### config.mk
export PLATFORM = sky130hd
export DESIGN_NAME = hslp_ctrl
export DESIGN_NICKNAME = d
export VERILOG_FILES = /design/src/hslp_pkg.sv /design/src/hslp_ctrl.sv
export VERILOG_INCLUDE_DIRS = /design/src /design/src/src
export SDC_FILE = /design/constraint.sdc
export NUM_CORES = 1
export LEC_CHECK = 0
export ABC_AREA = 1
export BUFFER_PORTS_ARGS = -buffer_cell sky130_fd_sc_hd__buf_2
export CORE_AREA = 2 2 39 41
export CTS_BUF_LIST = sky130_fd_sc_hd__clkbuf_16
export CTS_CLUSTER_SIZE = 20
export DETAILED_ROUTE_END_ITERATION = 6
export DIE_AREA = 0 0 41 43
export PLACE_DENSITY = 0.67
export RECOVER_POWER = 100
export SYNTH_ARGS = -nofsm -noshare
export SYNTH_HDL_FRONTEND = slang
export SYNTH_SLANG_ARGS = --single-unit
### constraint.sdc
create_clock -name i_clk -period 1.2 [get_ports i_clk]
set_input_delay 0.18 -clock i_clk [delete_from_list [all_inputs] [get_ports i_clk]]
set_output_delay 0.18 -clock i_clk [all_outputs]
set_load 0.005 [all_outputs]
### src/assert_macros.svh
// ----------------------------------------------------------------------------
// assert_macros.svh
// Concurrent assertion macros used by the hash set sequencer. They compile to
// nothing when SYNTHESIS is defined.
// ----------------------------------------------------------------------------
`ifndef ASSERT_MACROS_SVH
`define ASSERT_MACROS_SVH

`ifndef SYNTHESIS

// The property must hold at every clock edge outside reset.
`define ASSERT_PROP(label, clk, rst_n, prop) \
    label: assert property (@(posedge clk) disable iff (!rst_n) (prop)) \
        else $error("%m: property failed");

// The condition must never be true outside reset.
`define ASSERT_NEVER(label, clk, rst_n, cond) \
    label: assert property (@(posedge clk) disable iff (!rst_n) !(cond)) \
        else $error("%m: forbidden condition seen");

`else

`define ASSERT_PROP(label, clk, rst_n, prop)
`define ASSERT_NEVER(label, clk, rst_n, cond)

`endif

`endif

### src/hslp_pkg.sv
// ----------------------------------------------------------------------------
// hslp_pkg
// Shared constants, codes and controller/datapath interface types of the
// linear-probing hash set engine.
// ----------------------------------------------------------------------------
`default_nettype none

package hslp_pkg;

    localparam int KEY_W          = 64;
    localparam int SLOT_W         = 12;
    localparam int STATUS_W       = 2;
    localparam int LIMIT_W        = 7;
    localparam int TABLE_BITS_DEF = 12;

    localparam logic [LIMIT_W-1:0] PROBE_MAX   = 7'd64;
    localparam logic [LIMIT_W-1:0] PROBE_MIN   = 7'd1;
    localparam logic [LIMIT_W-1:0] LIMIT_RESET = 7'd64;

    // Operation codes of an input beat.
    localparam logic OP_INSERT = 1'b0;
    localparam logic OP_CLEAR  = 1'b1;

    // Result status codes.
    localparam logic [STATUS_W-1:0] ST_INSERTED = 2'd0;
    localparam logic [STATUS_W-1:0] ST_PRESENT  = 2'd1;
    localparam logic [STATUS_W-1:0] ST_OVERFLOW = 2'd2;
    localparam logic [STATUS_W-1:0] ST_CLEARED  = 2'd3;

    // Mixer constants of the splitmix64 finalizer.
    localparam logic [KEY_W-1:0] MIX_C1 = 64'hbf58476d1ce4e5b9;
    localparam logic [KEY_W-1:0] MIX_C2 = 64'h94d049bb133111eb;
    localparam int MIX_SH1 = 30;
    localparam int MIX_SH2 = 27;
    localparam int MIX_SH3 = 31;

    // Partial product selectors of the 64-bit low-half multiply.
    localparam logic [1:0] PART_LL = 2'd0;  // a_lo * c_lo
    localparam logic [1:0] PART_LH = 2'd1;  // a_lo * c_hi
    localparam logic [1:0] PART_HL = 2'd2;  // a_hi * c_lo

    typedef struct packed {
        logic                load;      // capture key, first xor-shift
        logic                mul_en;    // one partial product step
        logic [1:0]          mul_part;
        logic                round;     // 0 first mix round, 1 second
        logic                xs_en;     // xor-shift between/after rounds
        logic                clr_init;  // restart the sweep index
        logic                clr_wr;    // drop one used mark, advance
        logic                ins_wr;    // store key, set used mark
        logic                advance;   // step to the next slot
        logic                res_en;    // issue a result beat
        logic [STATUS_W-1:0] res_code;
    } t_cmd;

    typedef struct packed {
        logic free;      // probed slot is unused
        logic match;     // probed slot holds the key
        logic last;      // probed slot is the last one allowed
        logic idx_last;  // sweep index at the top slot
    } t_stat;

endpackage

`default_nettype wire

### src/hslp_ctrl.sv
// ----------------------------------------------------------------------------
// hslp_ctrl
// Sequencer of the hash set engine: reset sweep, clear sweep, the eight-step
// key mixer and the probe loop.
// ----------------------------------------------------------------------------
`default_nettype none
`include "assert_macros.svh"

module hslp_ctrl (
    input  wire                 i_clk,
    input  wire                 i_rst_n,
    input  wire                 i_start,
    input  wire                 i_op,
    input  hslp_pkg::t_stat     i_stat,
    output hslp_pkg::t_cmd      o_cmd,
    output logic                o_busy
);

    localparam logic [2:0] S_RCLR = 3'd0;
    localparam logic [2:0] S_IDLE = 3'd1;
    localparam logic [2:0] S_CLR  = 3'd2;
    localparam logic [2:0] S_MUL  = 3'd3;
    localparam logic [2:0] S_XS   = 3'd4;
    localparam logic [2:0] S_RD   = 3'd5;
    localparam logic [2:0] S_CHK  = 3'd6;

    logic [2:0] r_state, n_state;
    logic [1:0] r_part, n_part;
    logic       r_round, n_round;

    always_ff @(posedge i_clk) begin
        if (!i_rst_n) begin
            r_state <= S_RCLR;
            r_part  <= hslp_pkg::PART_LL;
            r_round <= 1'b0;
        end else begin
            r_state <= n_state;
            r_part  <= n_part;
            r_round <= n_round;
        end
    end

    always_comb begin
        n_state        = r_state;
        n_part         = r_part;
        n_round        = r_round;
        o_cmd          = '0;
        o_cmd.mul_part = r_part;
        o_cmd.round    = r_round;
        case (r_state)
            S_RCLR: begin
                o_cmd.clr_wr = 1'b1;
                if (i_stat.idx_last) begin
                    n_state = S_IDLE;
                end
            end
            S_IDLE: begin
                if (i_start) begin
                    if (i_op == hslp_pkg::OP_CLEAR) begin
                        o_cmd.clr_init = 1'b1;
                        n_state        = S_CLR;
                    end else begin
                        o_cmd.load = 1'b1;
                        n_part     = hslp_pkg::PART_LL;
                        n_round    = 1'b0;
                        n_state    = S_MUL;
                    end
                end
            end
            S_CLR: begin
                o_cmd.clr_wr = 1'b1;
                if (i_stat.idx_last) begin
                    o_cmd.res_en   = 1'b1;
                    o_cmd.res_code = hslp_pkg::ST_CLEARED;
                    n_state        = S_IDLE;
                end
            end
            S_MUL: begin
                o_cmd.mul_en = 1'b1;
                if (r_part == hslp_pkg::PART_HL) begin
                    n_part  = hslp_pkg::PART_LL;
                    n_state = S_XS;
                end else begin
                    n_part = r_part + 2'd1;
                end
            end
            S_XS: begin
                o_cmd.xs_en = 1'b1;
                if (!r_round) begin
                    n_round = 1'b1;
                    n_state = S_MUL;
                end else begin
                    n_state = S_RD;
                end
            end
            S_RD: begin
                n_state = S_CHK;
            end
            S_CHK: begin
                if (i_stat.free) begin
                    o_cmd.ins_wr   = 1'b1;
                    o_cmd.res_en   = 1'b1;
                    o_cmd.res_code = hslp_pkg::ST_INSERTED;
                    n_state        = S_IDLE;
                end else if (i_stat.match) begin
                    o_cmd.res_en   = 1'b1;
                    o_cmd.res_code = hslp_pkg::ST_PRESENT;
                    n_state        = S_IDLE;
                end else if (i_stat.last) begin
                    o_cmd.res_en   = 1'b1;
                    o_cmd.res_code = hslp_pkg::ST_OVERFLOW;
                    n_state        = S_IDLE;
                end else begin
                    o_cmd.advance = 1'b1;
                    n_state       = S_RD;
                end
            end
            default: begin
                n_state = S_IDLE;
            end
        endcase
    end

    assign o_busy = (r_state != S_IDLE);

    // Every result ends the work on its item.
    `ASSERT_PROP(a_res_then_idle, i_clk, i_rst_n, o_cmd.res_en |=> (r_state == S_IDLE))
    // A slot is only checked after its read cycle.
    `ASSERT_PROP(a_chk_after_rd, i_clk, i_rst_n, (r_state == S_CHK) |-> ($past(r_state) == S_RD))
    // The multiply uses only three partial products.
    `ASSERT_NEVER(a_part_range, i_clk, i_rst_n, (r_state == S_MUL) && (r_part == 2'd3))
    // A store into the table happens only when a result is issued.
    `ASSERT_PROP(a_ins_has_res, i_clk, i_rst_n, o_cmd.ins_wr |-> o_cmd.res_en)

endmodule

`default_nettype wire

==> results of run 1 <==
routing by layer:
metal | track usage [%] | wire length, um
met3 | 3.14 | 26
met5 | 0 | 0
met1 | 22.7 | 637
met2 | 32.8 | 873
met4 | 6.67 | 0
repair_timing:
action                                  4_1_cts  5_1_grt
pin swaps                                     6       10
cloned                                        0        0
resized for setup                            18        9
buffers inserted                             10        2
endpoints found under the setup margin       15       14
cell usage in the layout (no fill, tap or decap), types with 3 or more instances in the layout:
cell       instances
buf_2             20
inv_1             13
nand2_1           11
buf_4             11
nor2_1             9
nand3_1            7
buf_6              5
nand3_2            4
a21oi_1            4
nor2_2             3
clkbuf_16          3
dfxtp_1            3
dfxtp_4            3
how the worst max path moves through the flow:
stage	startpoint	slack, ns	endpoint	cells past startpoint
detailed placement	r_state[0]$_SDFFE_PN0P_	-0.03	r_part[1]$_SDFFE_PN0P_	7
global placement	r_state[0]$_SDFFE_PN0P_	-0.007	o_cmd[0]	4
global route	r_state[1]$_SDFFE_PN0P_	-0.10	r_state[1]$_SDFFE_PN0P_	8
CTS	r_state[2]$_SDFFE_PN0P_	-0.09	o_cmd[0]	3
finish	r_state[0]$_SDFFE_PN0P_	-0.06	o_cmd[0]	4
floorplan	r_state[1]$_SDFFE_PN0P_	0.12	r_part[1]$_SDFFE_PN0P_	7
metrics by stage:
stage	std cells	utilization [%]	hold WS (ns)	setup TNS [ns]
global route	130	64.8	0.233	-0.947
global placement	115	45.5	0.433	-0.00672
detailed placement	115	45.5	0.438	-0.0796
floorplan	79	-	0.301	0
CTS	128	60.8	0.209	-0.334
finish	130	64.8	0.210	-0.260
kinds of logic after synthesis:
| kind of cell | after synthesis | share of synthesized area [%] |
|---|---|---|
| buffers and inverters | 19 | 18.1 |
| and+or+nand+nor | 46 | 50.1 |
| AOI/OAI and AO/OA | 8 | 8.68 |
| DFF | 6 | 23.1 |
flip-flops by register name (all words and copies together) (netlist names):
register,cells
r_part,2
r_state,3
r_round,1
area by class of cell:
| class | count | area [sq um] |
|---|---|---|
| clock buffers | 3 | 75.1 |
| well taps | 16 | 20.0 |
| repair buffers | 36 | 239 |
| flip-flops and latches | 6 | 131 |
| multi-input cells | 54 | 373 |
| fillers | 127 | 487 |
| inverters | 15 | 58.8 |
power breakdown:
group / total (uW) / internal (uW) / switching [uW]
clock network: 532 / 427 / 105
logic: 386 / 186 / 200
registers: 264 / 225 / 39.4
total: 1180 / 838 / 344
worst reg2reg max path, cell delays in order (launching register included):
cell	delay, ns
dfxtp_4	0.39
buf_6	0.15
nand2_4	0.07
nor2_8	0.11
buf_6	0.13
nand2_4	0.05
nand3_2	0.06
nand2_1	0.05
nand2_1	0.06
nor2_1	0.04
==> impl_results.rst, run 1 <==
.. list-table::
   :header-rows: 1

   * - Metric
     - Value
   * - Setup WS post-layout
     - -0.0569 ns
   * - Arrival time of data at the critical path endpoint
     - 1.08 ns
   * - Maximum VDD drop
     - approximately 1.2 mV
   * - Achievable frequency
     - around 800 MHz
   * - Fraction of final layout cells with drive strength greater than 1
     - 54.4%
   * - RR Startpoint
     - r_state[1]$_SDFFE_PN0P_
   * - Critical path launch point type
     - flip-flop
   * - Final setup violation count
     - 9
   * - Worst path top cell family by delay
     - flip-flops
   * - Number of buffers on the longest clock path
     - 2
   * - Worst min-delay path category
     - primary input to flip-flop
   * - Maximum number of pins on one net before global-route repair
     - 9
   * - Synth Flop Type
     - dfxtp_1
   * - Failing checks
     - setup timing
   * - Area fraction of the dominant cell type after synthesis
     - 23.1%
   * - Number of design-rule violations left by the first detailed-router iteration
     - 17
   * - Via count of the first global-routing pass
     - 589
   * - Port Buffers
     - 21
   * - Worst Hold End
     - r_part[0]$_SDFFE_PN0P_
   * - Kind of capture point of the worst setup path
     - output pin
   * - Synthesized netlist cell count
     - 79
   * - Diode insertion count for antenna repair
     - 0
   * - Total number of yosys warnings
     - 0
   * - Number of unique standard cell types used by synthesis
     - 19
   * - Half-perimeter wire length of the detailed placement result
     - 946 um
   * - Relative slew slack
     - 88.1%
   * - TritonCTS Sinks
     - 6
   * - Flops & latches, synth
     - 6
   * - Post-placement worst setup slack
     - -0.0286 ns
   * - Maximum cell stage delay along the critical path
     - 0.36 ns
   * - Status
     - finished with violations
   * - Cell leakage power
     - 0.000455 uW
   * - Number of enable-type register cells in the synthesized netlist
     - 0
   * - Async set-or-reset flop fraction in the synthesized netlist
     - 0%
   * - Number of remaining DRC errors
     - 0
   * - Transition time of the tightest slew-check pin
     - 0.179 ns
   * - Remaining antenna violation count
     - 0
   * - Mean cell area of the mapped netlist
     - approximately 6.6 sq um
   * - Clock latency of the later-clocked register in the worst-skew pair
     - 0.23 ns
   * - Reg2reg path depth
     - 9
   * - Quantity of hold-fixing buffers added after cts
     - 0
   * - Setup repair after global routing missed its margin
     - yes
   * - Total count of hold-check failures in the final report
     - 0
   * - Maximum net fanout on the critical path
     - 5
   * - Hold-critical path depth
     - 3
   * - Total Die Area
     - 0.00176 sq mm
   * - Detailed-route via count
     - 626
   * - Mean number of vias per cell
     - 4.82
   * - Post-route clock period utilization
     - 105%
   * - Global-route wire length before repair
     - 2.32 mm
   * - Clock transition at the registers of the reported paths
     - 0.03 ns
   * - Die X
     - 41 um
   * - Top Ports
     - 22
   * - Register-to-register path setup slack
     - -0.01 ns
   * - Clk root buf
     - clkbuf_16
   * - RePlAce Congestion
     - 0.772
   * - Crit-path slowest cell
     - dfxtp_4
   * - Share of the yosys chip area belonging to registers
     - 23.1%
   * - Cell with the most instances after synthesis
     - inv_1
   * - Core Box Area
     - 0.00138 sq mm
   * - List of most frequent post-synthesis cells
     - inv_1, nand2_1, nor2_1
   * - Synth area leaders
     - dfxtp_1, inv_1, nand3_1
   * - Synthesis-to-finish area growth
     - 72.8%
   * - Overall track demand over capacity in global routing
     - 19.2%
   * - Fin crit period
     - roughly 1.3 ns
   * - DIE HEIGHT
     - 43 um
   * - Clock skew
     - 0.00269 ns
   * - Total count of max-transition violations in the final report
     - 0
   * - Total standard cell area after synthesis
     - 519 sq um
   * - Initial cell density of the core
     - 37.5%
   * - Critical Path RT
     - 1.02 ns
   * - Most area-hungry cell type in the Yosys netlist
     - dfxtp_1
   * - Endpoint of the worst-slack reg-to-reg timing path
     - r_state[1]$_SDFFE_PN0P_
   * - Total wire length after detailed routing
     - 1.54 mm
   * - Number of antenna violations at the first check in global routing
     - 0
   * - First-pass detailed-route iteration total
     - 4
   * - Depth of the CTS H-tree
     - 1
   * - Power after layout
     - 1180 uW
   * - Buffers plus inverters on the worst setup path
     - 2
   * - Max-capacitance violation count
     - 0
   * - Average wire per standard cell
     - between 10 and 15 um
   * - Remaining Overflow, GRT
     - 0
   * - Cell area power density
     - 1320 mW/mm^2
   * - Post-Synthesis Net Count
     - 87
   * - Design area
     - roughly 900 sq um
   * - Cell-by-cell listing of the critical path
     - inv_4 -> nand3_4 -> o31ai_4 -> buf_2
   * - Nets@finish
     - 124
   * - TritonCTS buffer count
     - 3
   * - Critical path start-end classification
     - flip-flop to output pin
   * - Clock tree from TritonCTS
     - yes
   * - Core Rows
     - 14
   * - Area after DPL
     - between 600 and 700 sq um
   * - Launch point of the worst hold path
     - i_rst_n
Power figures use the tool's default switching activity.
==> run 2, diff against run 1 <==
--- a/config.mk
+++ b/config.mk
@@ -8,12 +8,11 @@
 export LEC_CHECK = 0
 export ABC_AREA = 1
 export BUFFER_PORTS_ARGS = -buffer_cell sky130_fd_sc_hd__buf_2
-export CORE_AREA = 2 2 39 41
+export CORE_UTILIZATION = 40
 export CTS_BUF_LIST = sky130_fd_sc_hd__clkbuf_16
 export CTS_CLUSTER_SIZE = 20
 export DETAILED_ROUTE_END_ITERATION = 6
-export DIE_AREA = 0 0 41 43
-export PLACE_DENSITY = 0.67
+export PLACE_DENSITY = 0.71
 export RECOVER_POWER = 100
 export SYNTH_ARGS = -nofsm -noshare
 export SYNTH_HDL_FRONTEND = slang
==> constraint.sdc (replaced) <==
create_clock -name i_clk -period 1.14 [get_ports i_clk]
set_input_delay 0.171 -clock i_clk [delete_from_list [all_inputs] [get_ports i_clk]]
set_output_delay 0.171 -clock i_clk [all_outputs]
set_load 0.005 [all_outputs]
==> impl_results.rst, run 2 (synthesis results as in run 1) <==
.. list-table::
   :header-rows: 1

   * - Metric
     - Value
   * - Initial cell density of the core
     - 44.9% (+7.4 points)
   * - Power after layout
     - 1310 uW (+11%)
   * - Max-capacitance violation count
     - 0 (unchanged)
   * - Maximum net fanout on the critical path
     - 5 (unchanged)
   * - Maximum number of pins on one net before global-route repair
     - 9 (unchanged)
   * - Post-route clock period utilization
     - 112%
   * - Diode insertion count for antenna repair
     - 0 (unchanged)
   * - Number of remaining DRC errors
     - 0 (unchanged)
   * - Kind of capture point of the worst setup path
     - output pin
   * - Number of design-rule violations left by the first detailed-router iteration
     - 18 (+1)
   * - Maximum VDD drop
     - 1.22 mV (+3.8%)
   * - Most common library cell in the layout ignoring fill and taps
     - buf_2
   * - Status
     - finished with violations
   * - Clock transition at the registers of the reported paths
     - 0.04 ns (about the same)
   * - Clk root buf
     - clkbuf_16
   * - Remaining Overflow, GRT
     - 0 (unchanged)
   * - Setup WS post-layout
     - -0.137 ns (-0.0804 ns)
   * - Area after DPL
     - 627 sq um (-0.40%)
   * - Die X
     - 38.0 um (-7.2%)
   * - Setup crit start
     - r_state[0]$_SDFFE_PN0P_
   * - Overall track demand over capacity in global routing
     - 25.0% (+5.8 points)
   * - Critical Path RT
     - 0.97 ns (-0.05 ns)
   * - Remaining antenna violation count
     - 0 (unchanged)
   * - Core Rows
     - 12 (-2)
   * - Critical path start-end classification
     - flip-flop to output pin
   * - First-pass detailed-route iteration total
     - 4 (unchanged)
   * - Mean number of vias per cell
     - 5.25 (+9.0%)
   * - Total wire length after detailed routing
     - 1.72 mm (+12%)
   * - Clock skew
     - 0.00671 ns (+0.00402 ns)
   * - Final setup violation count
     - 16 (+7)
   * - Largest regs
     - r_state (3), r_part (2), r_round (1)
   * - Via count of the first global-routing pass
     - 576 (-2.2%)
   * - Number of inserted filler cells in the final layout
     - 77 (-39%)
   * - Cell area power density
     - 1420 mW/mm^2 (+7.4%)
   * - Half-perimeter wire length of the detailed placement result
     - 944 um (-0.20%)
   * - Top Ports
     - 22 (unchanged)
   * - Largest Register
     - r_state
   * - Fin crit period
     - 1.28 ns
   * - Fraction of the core area covered by cells at the end of the flow
     - 80.2% (+15 points)
   * - Clock latency of the later-clocked register in the worst-skew pair
     - 0.23 ns (about the same)
   * - Transition time of the tightest slew-check pin
     - 0.230 ns (+0.0508 ns)
   * - Synthesis-to-finish area growth
     - 78.6%
   * - Critical path launch point type
     - flip-flop
   * - Commonest cells after routing, fill and taps aside
     - buf_2, inv_1, nand2_1, buf_4, nor2_1
   * - TritonCTS Sinks
     - 6 (unchanged)
   * - Setup repair after global routing missed its margin
     - yes
   * - Register-to-register path setup slack
     - -0.07 ns (-0.06 ns)
   * - RR Startpoint
     - r_state[0]$_SDFFE_PN0P_
   * - Total count of max-transition violations in the final report
     - 0 (unchanged)
   * - DIE HEIGHT
     - 38.0 um (-12%)
   * - Port Buffers
     - 21 (unchanged)
   * - Clock tree from TritonCTS
     - yes
   * - Arrival time of data at the critical path endpoint
     - 1.11 ns (+0.03 ns)
   * - Cell leakage power
     - 0.000446 uW (-2.0%)
   * - Core Box Area
     - 0.00116 sq mm (-16%)
   * - Post-route worst hold slack
     - 0.197 ns (-0.0132 ns)
   * - RePlAce Congestion
     - 0.787 (+1.9%)
   * - Relative slew slack
     - 84.7% (-3.4 points)
   * - Depth of the CTS H-tree
     - 1 (unchanged)
   * - Worst setup path endpoint
     - o_cmd[7]
   * - Detailed-route via count
     - 656 (+4.8%)
   * - Total count of hold-check failures in the final report
     - 0 (unchanged)
   * - Design area
     - 927 sq um (+3.3%)
   * - Endpoint of the worst-slack reg-to-reg timing path
     - r_part[1]$_SDFFE_PN0P_
   * - Nets@finish
     - 121 (-2.4%)
   * - Failing checks
     - setup timing
   * - Average wire per standard cell
     - 13.7 um (+16%)
   * - Global-route wire length before repair
     - 2.48 mm (+6.9%)
   * - Achievable frequency
     - 783 MHz
   * - Fraction of final layout cells with drive strength greater than 1
     - 58.6% (+4.2 points)
   * - Number of flip-flops in the largest register
     - 3 (unchanged)
   * - Total Die Area
     - 0.00145 sq mm (-18%)
   * - Number of antenna violations at the first check in global routing
     - 0 (unchanged)
   * - Worst min-delay path category
     - primary input to flip-flop
   * - TritonCTS buffer count
     - 3 (unchanged)
   * - Quantity of hold-fixing buffers added after cts
     - 0 (unchanged)
   * - Reg2reg path depth
     - 9 (unchanged)
   * - Number of buffers on the longest clock path
     - 2 (unchanged)
   * - Area used by multi-input combinational logic
     - 414 sq um (+11%)
   * - Sequential cell area
     - 131 sq um (unchanged)
## run 2: per-layer routing
metal | wire length [um] | GRT usage (%)
met1 | 717 | 28.9
met2 | 886 | 43.6
met5 | 0 | 0
met4 | 21 | 8.04
met3 | 91 | 6.98
## run 2: where the power goes
part           switching [uW]  total (uW)  internal (uW)
sequential               42.2         279            237
clock                     132         584            452
combinational             241         450            208
## run 2: final cells by class
class / instances / area share [%]
clock buffer: 3 / 8.10
sequential: 6 / 14.2
timing repair buffer: 33 / 24.6
multi-input combinational: 54 / 44.7
tap: 14 / 1.89
inverter: 15 / 6.61
## run 2: how the worst min path moves through the flow
stage | to | startpoint | slack (ns) | cells after the start
2_1_floorplan | r_part[0]$_SDFFE_PN0P_ | i_rst_n | 0.29 | 2
3_3_place_gp | r_part[0]$_SDFFE_PN0P_ | i_rst_n | 0.42 | 3
3_5_place_dp | r_part[0]$_SDFFE_PN0P_ | i_rst_n | 0.43 | 3
4_1_cts | r_part[1]$_SDFFE_PN0P_ | i_rst_n | 0.19 | 3
5_1_grt | r_part[1]$_SDFFE_PN0P_ | i_rst_n | 0.21 | 3
6_report | r_part[1]$_SDFFE_PN0P_ | i_rst_n | 0.20 | 3
## run 2: worst max-delay path, cell delays in order (launching register included)
cell and delay (ns):
dfxtp_4 0.36, buf_12 0.14, nor3_2 0.22, buf_2 0.15
## run 2: what timing repair did
item | 4_1_cts | 5_1_grt
buffers inserted | 9 | 0
gates resized for setup | 22 | 11
endpoints found under the setup margin | 16 | 17
pin swaps | 7 | 8
## run 2: per-stage QoR
step                      worst slack (ns)  TNS [ns]  std cells
after floorplan                     0.0557         0         79
after global placement             -0.0817    -0.340        113
after detailed placement           -0.0859    -0.476        113
after CTS                           -0.144    -0.958        125
after global routing                -0.168     -1.80        125
final                               -0.137     -1.07        125
==> run 3, diff against run 2 <==
--- a/config.mk
+++ b/config.mk
@@ -8,11 +8,12 @@
 export LEC_CHECK = 0
 export ABC_AREA = 1
 export BUFFER_PORTS_ARGS = -buffer_cell sky130_fd_sc_hd__buf_2
-export CORE_UTILIZATION = 40
+export CORE_AREA = 2 2 39 41
 export CTS_BUF_LIST = sky130_fd_sc_hd__clkbuf_16
 export CTS_CLUSTER_SIZE = 20
 export DETAILED_ROUTE_END_ITERATION = 6
-export PLACE_DENSITY = 0.71
+export DIE_AREA = 0 0 41 43
+export PLACE_DENSITY = 0.67
 export RECOVER_POWER = 100
 export SYNTH_ARGS = -nofsm -noshare
 export SYNTH_HDL_FRONTEND = slang
==> constraint.sdc (replaced) <==
create_clock -name i_clk -period 1.61 [get_ports i_clk]
set_input_delay 0.2415 -clock i_clk [delete_from_list [all_inputs] [get_ports i_clk]]
set_output_delay 0.2415 -clock i_clk [all_outputs]
set_load 0.005 [all_outputs]
==> impl_results.rst, run 3 (synthesis results as in run 1) <==
.. list-table::
   :header-rows: 1

   * - Metric
     - Value
   * - Setup tns final
     - 0 ns (+1.07 ns)
   * - TritonCTS Sinks
     - 6 (unchanged)
   * - Fraction of final layout cells with drive strength greater than 1
     - 28.3% (-30 points)
   * - Half-perimeter wire length of the detailed placement result
     - 853 um (-9.6%)
   * - Total Die Area
     - 0.00176 sq mm (+22%)
   * - Transition time of the tightest slew-check pin
     - 0.342 ns (+0.112 ns)
   * - Number of antenna violations at the first check in global routing
     - 0 (unchanged)
   * - Port Buffers
     - 21 (unchanged)
   * - Design area
     - 651 sq um (-30%)
   * - Diode insertion count for antenna repair
     - 0 (unchanged)
   * - Largest regs
     - r_state (3), r_part (2), r_round (1)
   * - Die X
     - 41 um (+7.8%)
   * - Arrival time of data at the critical path endpoint
     - 1.24 ns (+0.13 ns)
   * - Clock tree from TritonCTS
     - yes
   * - Maximum VDD drop
     - 0.692 mV (-43%)
   * - Mean number of vias per cell
     - 4.60 (-12%)
   * - Core Rows
     - 14 (+2)
   * - Sequential fraction of design power
     - 26.5% (+5.2 points)
   * - Cell area power density
     - 1150 mW/mm^2 (-19%)
   * - Setup repair after global routing missed its margin
     - no
   * - Area used by multi-input combinational logic
     - 279 sq um (-33%)
   * - DIE HEIGHT
     - 43 um (+13%)
   * - Worst min-delay path category
     - primary input to flip-flop
   * - Final setup violation count
     - 0 (-16)
   * - First-pass detailed-route iteration total
     - 4 (unchanged)
   * - Part of the total power dissipated in combinational logic
     - 21.1% (-13 points)
   * - Initial cell density of the core
     - 37.5% (-7.4 points)
   * - Remaining antenna violation count
     - 0 (unchanged)
   * - Max-capacitance violation count
     - 0 (unchanged)
   * - Total count of max-transition violations in the final report
     - 0 (unchanged)
   * - Top Ports
     - 22 (unchanged)
   * - Nets@finish
     - 109 (-9.9%)
   * - Critical Path RT
     - 1.37 ns (+0.40 ns)
   * - Relative slew slack
     - 77.2% (-7.5 points)
   * - Clk root buf
     - clkbuf_16
   * - Average wire per standard cell
     - 9.47 um (-31%)
   * - RePlAce Congestion
     - 0.792 (+0.58%)
   * - Maximum number of pins on one net before global-route repair
     - 11 (+2)
   * - Clock transition at the registers of the reported paths
     - 0.03 ns (about the same)
   * - Clock skew
     - 0.000488 ns (-0.00622 ns)
   * - Critical path start-end classification
     - flip-flop to output pin
   * - Internal power component
     - 548 uW (-39%)
   * - Number of flip-flops in the largest register
     - 3 (unchanged)
   * - Buffer count from post-CTS setup fixing
     - 0 (-9)
   * - Cell leakage power
     - 0.000332 uW (-26%)
   * - Switching power as a share of total power
     - 26.9% (-4.8 points)
   * - Commonest cells after routing, fill and taps aside
     - inv_1, buf_2, nor2_1, nand2_1, nand3_1
   * - Fin crit period
     - 1.48 ns
   * - Area after DPL
     - 607 sq um (-3.2%)
   * - Clock latency of the later-clocked register in the worst-skew pair
     - 0.23 ns (about the same)
   * - Total wire length after detailed routing
     - 1.09 mm (-37%)
   * - Maximum net fanout on the critical path
     - 7 (+2)
   * - Depth of the CTS H-tree
     - 1 (unchanged)
   * - Number of inserted filler cells in the final layout
     - 154 (+100%)
   * - Status
     - finished, final reports clean
   * - Global-route wire length before repair
     - 1.66 mm (-33%)
   * - Kind of capture point of the worst setup path
     - output pin
   * - Number of design-rule violations left by the first detailed-router iteration
     - 6 (-12)
   * - TritonCTS buffer count
     - 3 (unchanged)
   * - Detailed-route via count
     - 529 (-19%)
   * - Largest Register
     - r_state
   * - Post-route clock period utilization
     - 92.0%
   * - Number of buffers on the longest clock path
     - 2 (unchanged)
   * - Post-route worst hold slack
     - 0.272 ns (+0.0751 ns)
   * - Achievable frequency
     - a little under 700 MHz
   * - Total count of hold-check failures in the final report
     - 0 (unchanged)
   * - Sequential cell area
     - 123 sq um (-6.7%)
   * - Overall track demand over capacity in global routing
     - 13.9% (-11 points)
   * - Via count of the first global-routing pass
     - 428 (-26%)
   * - Core Box Area
     - 0.00138 sq mm (+20%)
   * - Fraction of the core area covered by cells at the end of the flow
     - 47.0% (-33 points)
   * - Clock group share of total power
     - 52.4% (+7.9 points)
   * - Remaining Overflow, GRT
     - 0 (unchanged)
   * - Switching power of the nets
     - 201 uW (-52%)
   * - Critical path launch point type
     - flip-flop
   * - Number of remaining DRC errors
     - 0 (unchanged)
   * - Synthesis-to-finish area growth
     - 25.3%
-- run 3: cell count changes in the layout (fill, tap and decap cells not counted), moves of 3 or more --
cell	before	now
nor2_1	8	12
buf_2	18	14
dfxtp_4	3	0
nand2_1	9	12
nand3_4	3	0
nand3_1	4	10
nor2_4	3	0
buf_4	9	0
nand3_2	6	3
clkbuf_1	2	5
-- run 3: stage by stage --
stage,instances,worst slack [ns],power (uW)
detailed placement,112,0.253,368
floorplan,79,0.494,323
CTS,115,0.0168,767
finish,115,0.129,749
global placement,112,0.297,366
global route,115,0.0315,797
-- run 3: critical path: stages (launching register included) --
cell	delay (ns)
dfxtp_1	0.51
nand3_2	0.16
o31ai_1	0.20
buf_2	0.14
-- run 3: area by class of cell --
class                   instances  share of cell area [%]
multi-input cells              54                    42.9
inverters                      15                    8.65
well taps                      16                    3.08
repair buffers                 21                    15.0
flip-flops and latches          6                    18.8
clock buffers                   3                    11.5
-- run 3: path summary, 6_finish.rpt --
| kind | depth (start not counted) | startpoint | endpoint | slack, ns |
|---|---|---|---|---|
| hold reg to reg | 2 | r_part[0]$_SDFFE_PN0P_ | r_part[0]$_SDFFE_PN0P_ | 0.53 |
| setup reg to reg | 7 | r_state[1]$_SDFFE_PN0P_ | r_part[1]$_SDFFE_PN0P_ | 0.22 |
| setup / recovery | 3 | r_state[1]$_SDFFE_PN0P_ | o_cmd[0] | 0.13 |
| hold / removal | 3 | i_rst_n | r_part[0]$_SDFFE_PN0P_ | 0.27 |
-- run 3: what timing repair did --
action	CTS	global route
hold buffers	0	0
setup endpoints to repair	0	4
gates resized for setup	0	2
-- run 3: per-layer routing --
metal / wire (um) / vias to the layer above / track usage (%)
met3: 61 / 3 / 4.71
met1: 519 / 227 / 17.5
li1: - / 288 / -
met5: 0 / - / 0
met4: 15 / 0 / 9.33
met2: 492 / 11 / 19.1
-- run 3: power by group through the flow --
stage / Combinational, uW / Sequential [uW] / Clock, uW
2_1_floorplan: 137 / 185 / 0
3_3_place_gp: 166 / 200 / 0
3_5_place_dp: 168 / 201 / 0
4_1_cts: 168 / 199 / 400
5_1_grt: 180 / 204 / 414
6_report: 158 / 199 / 392
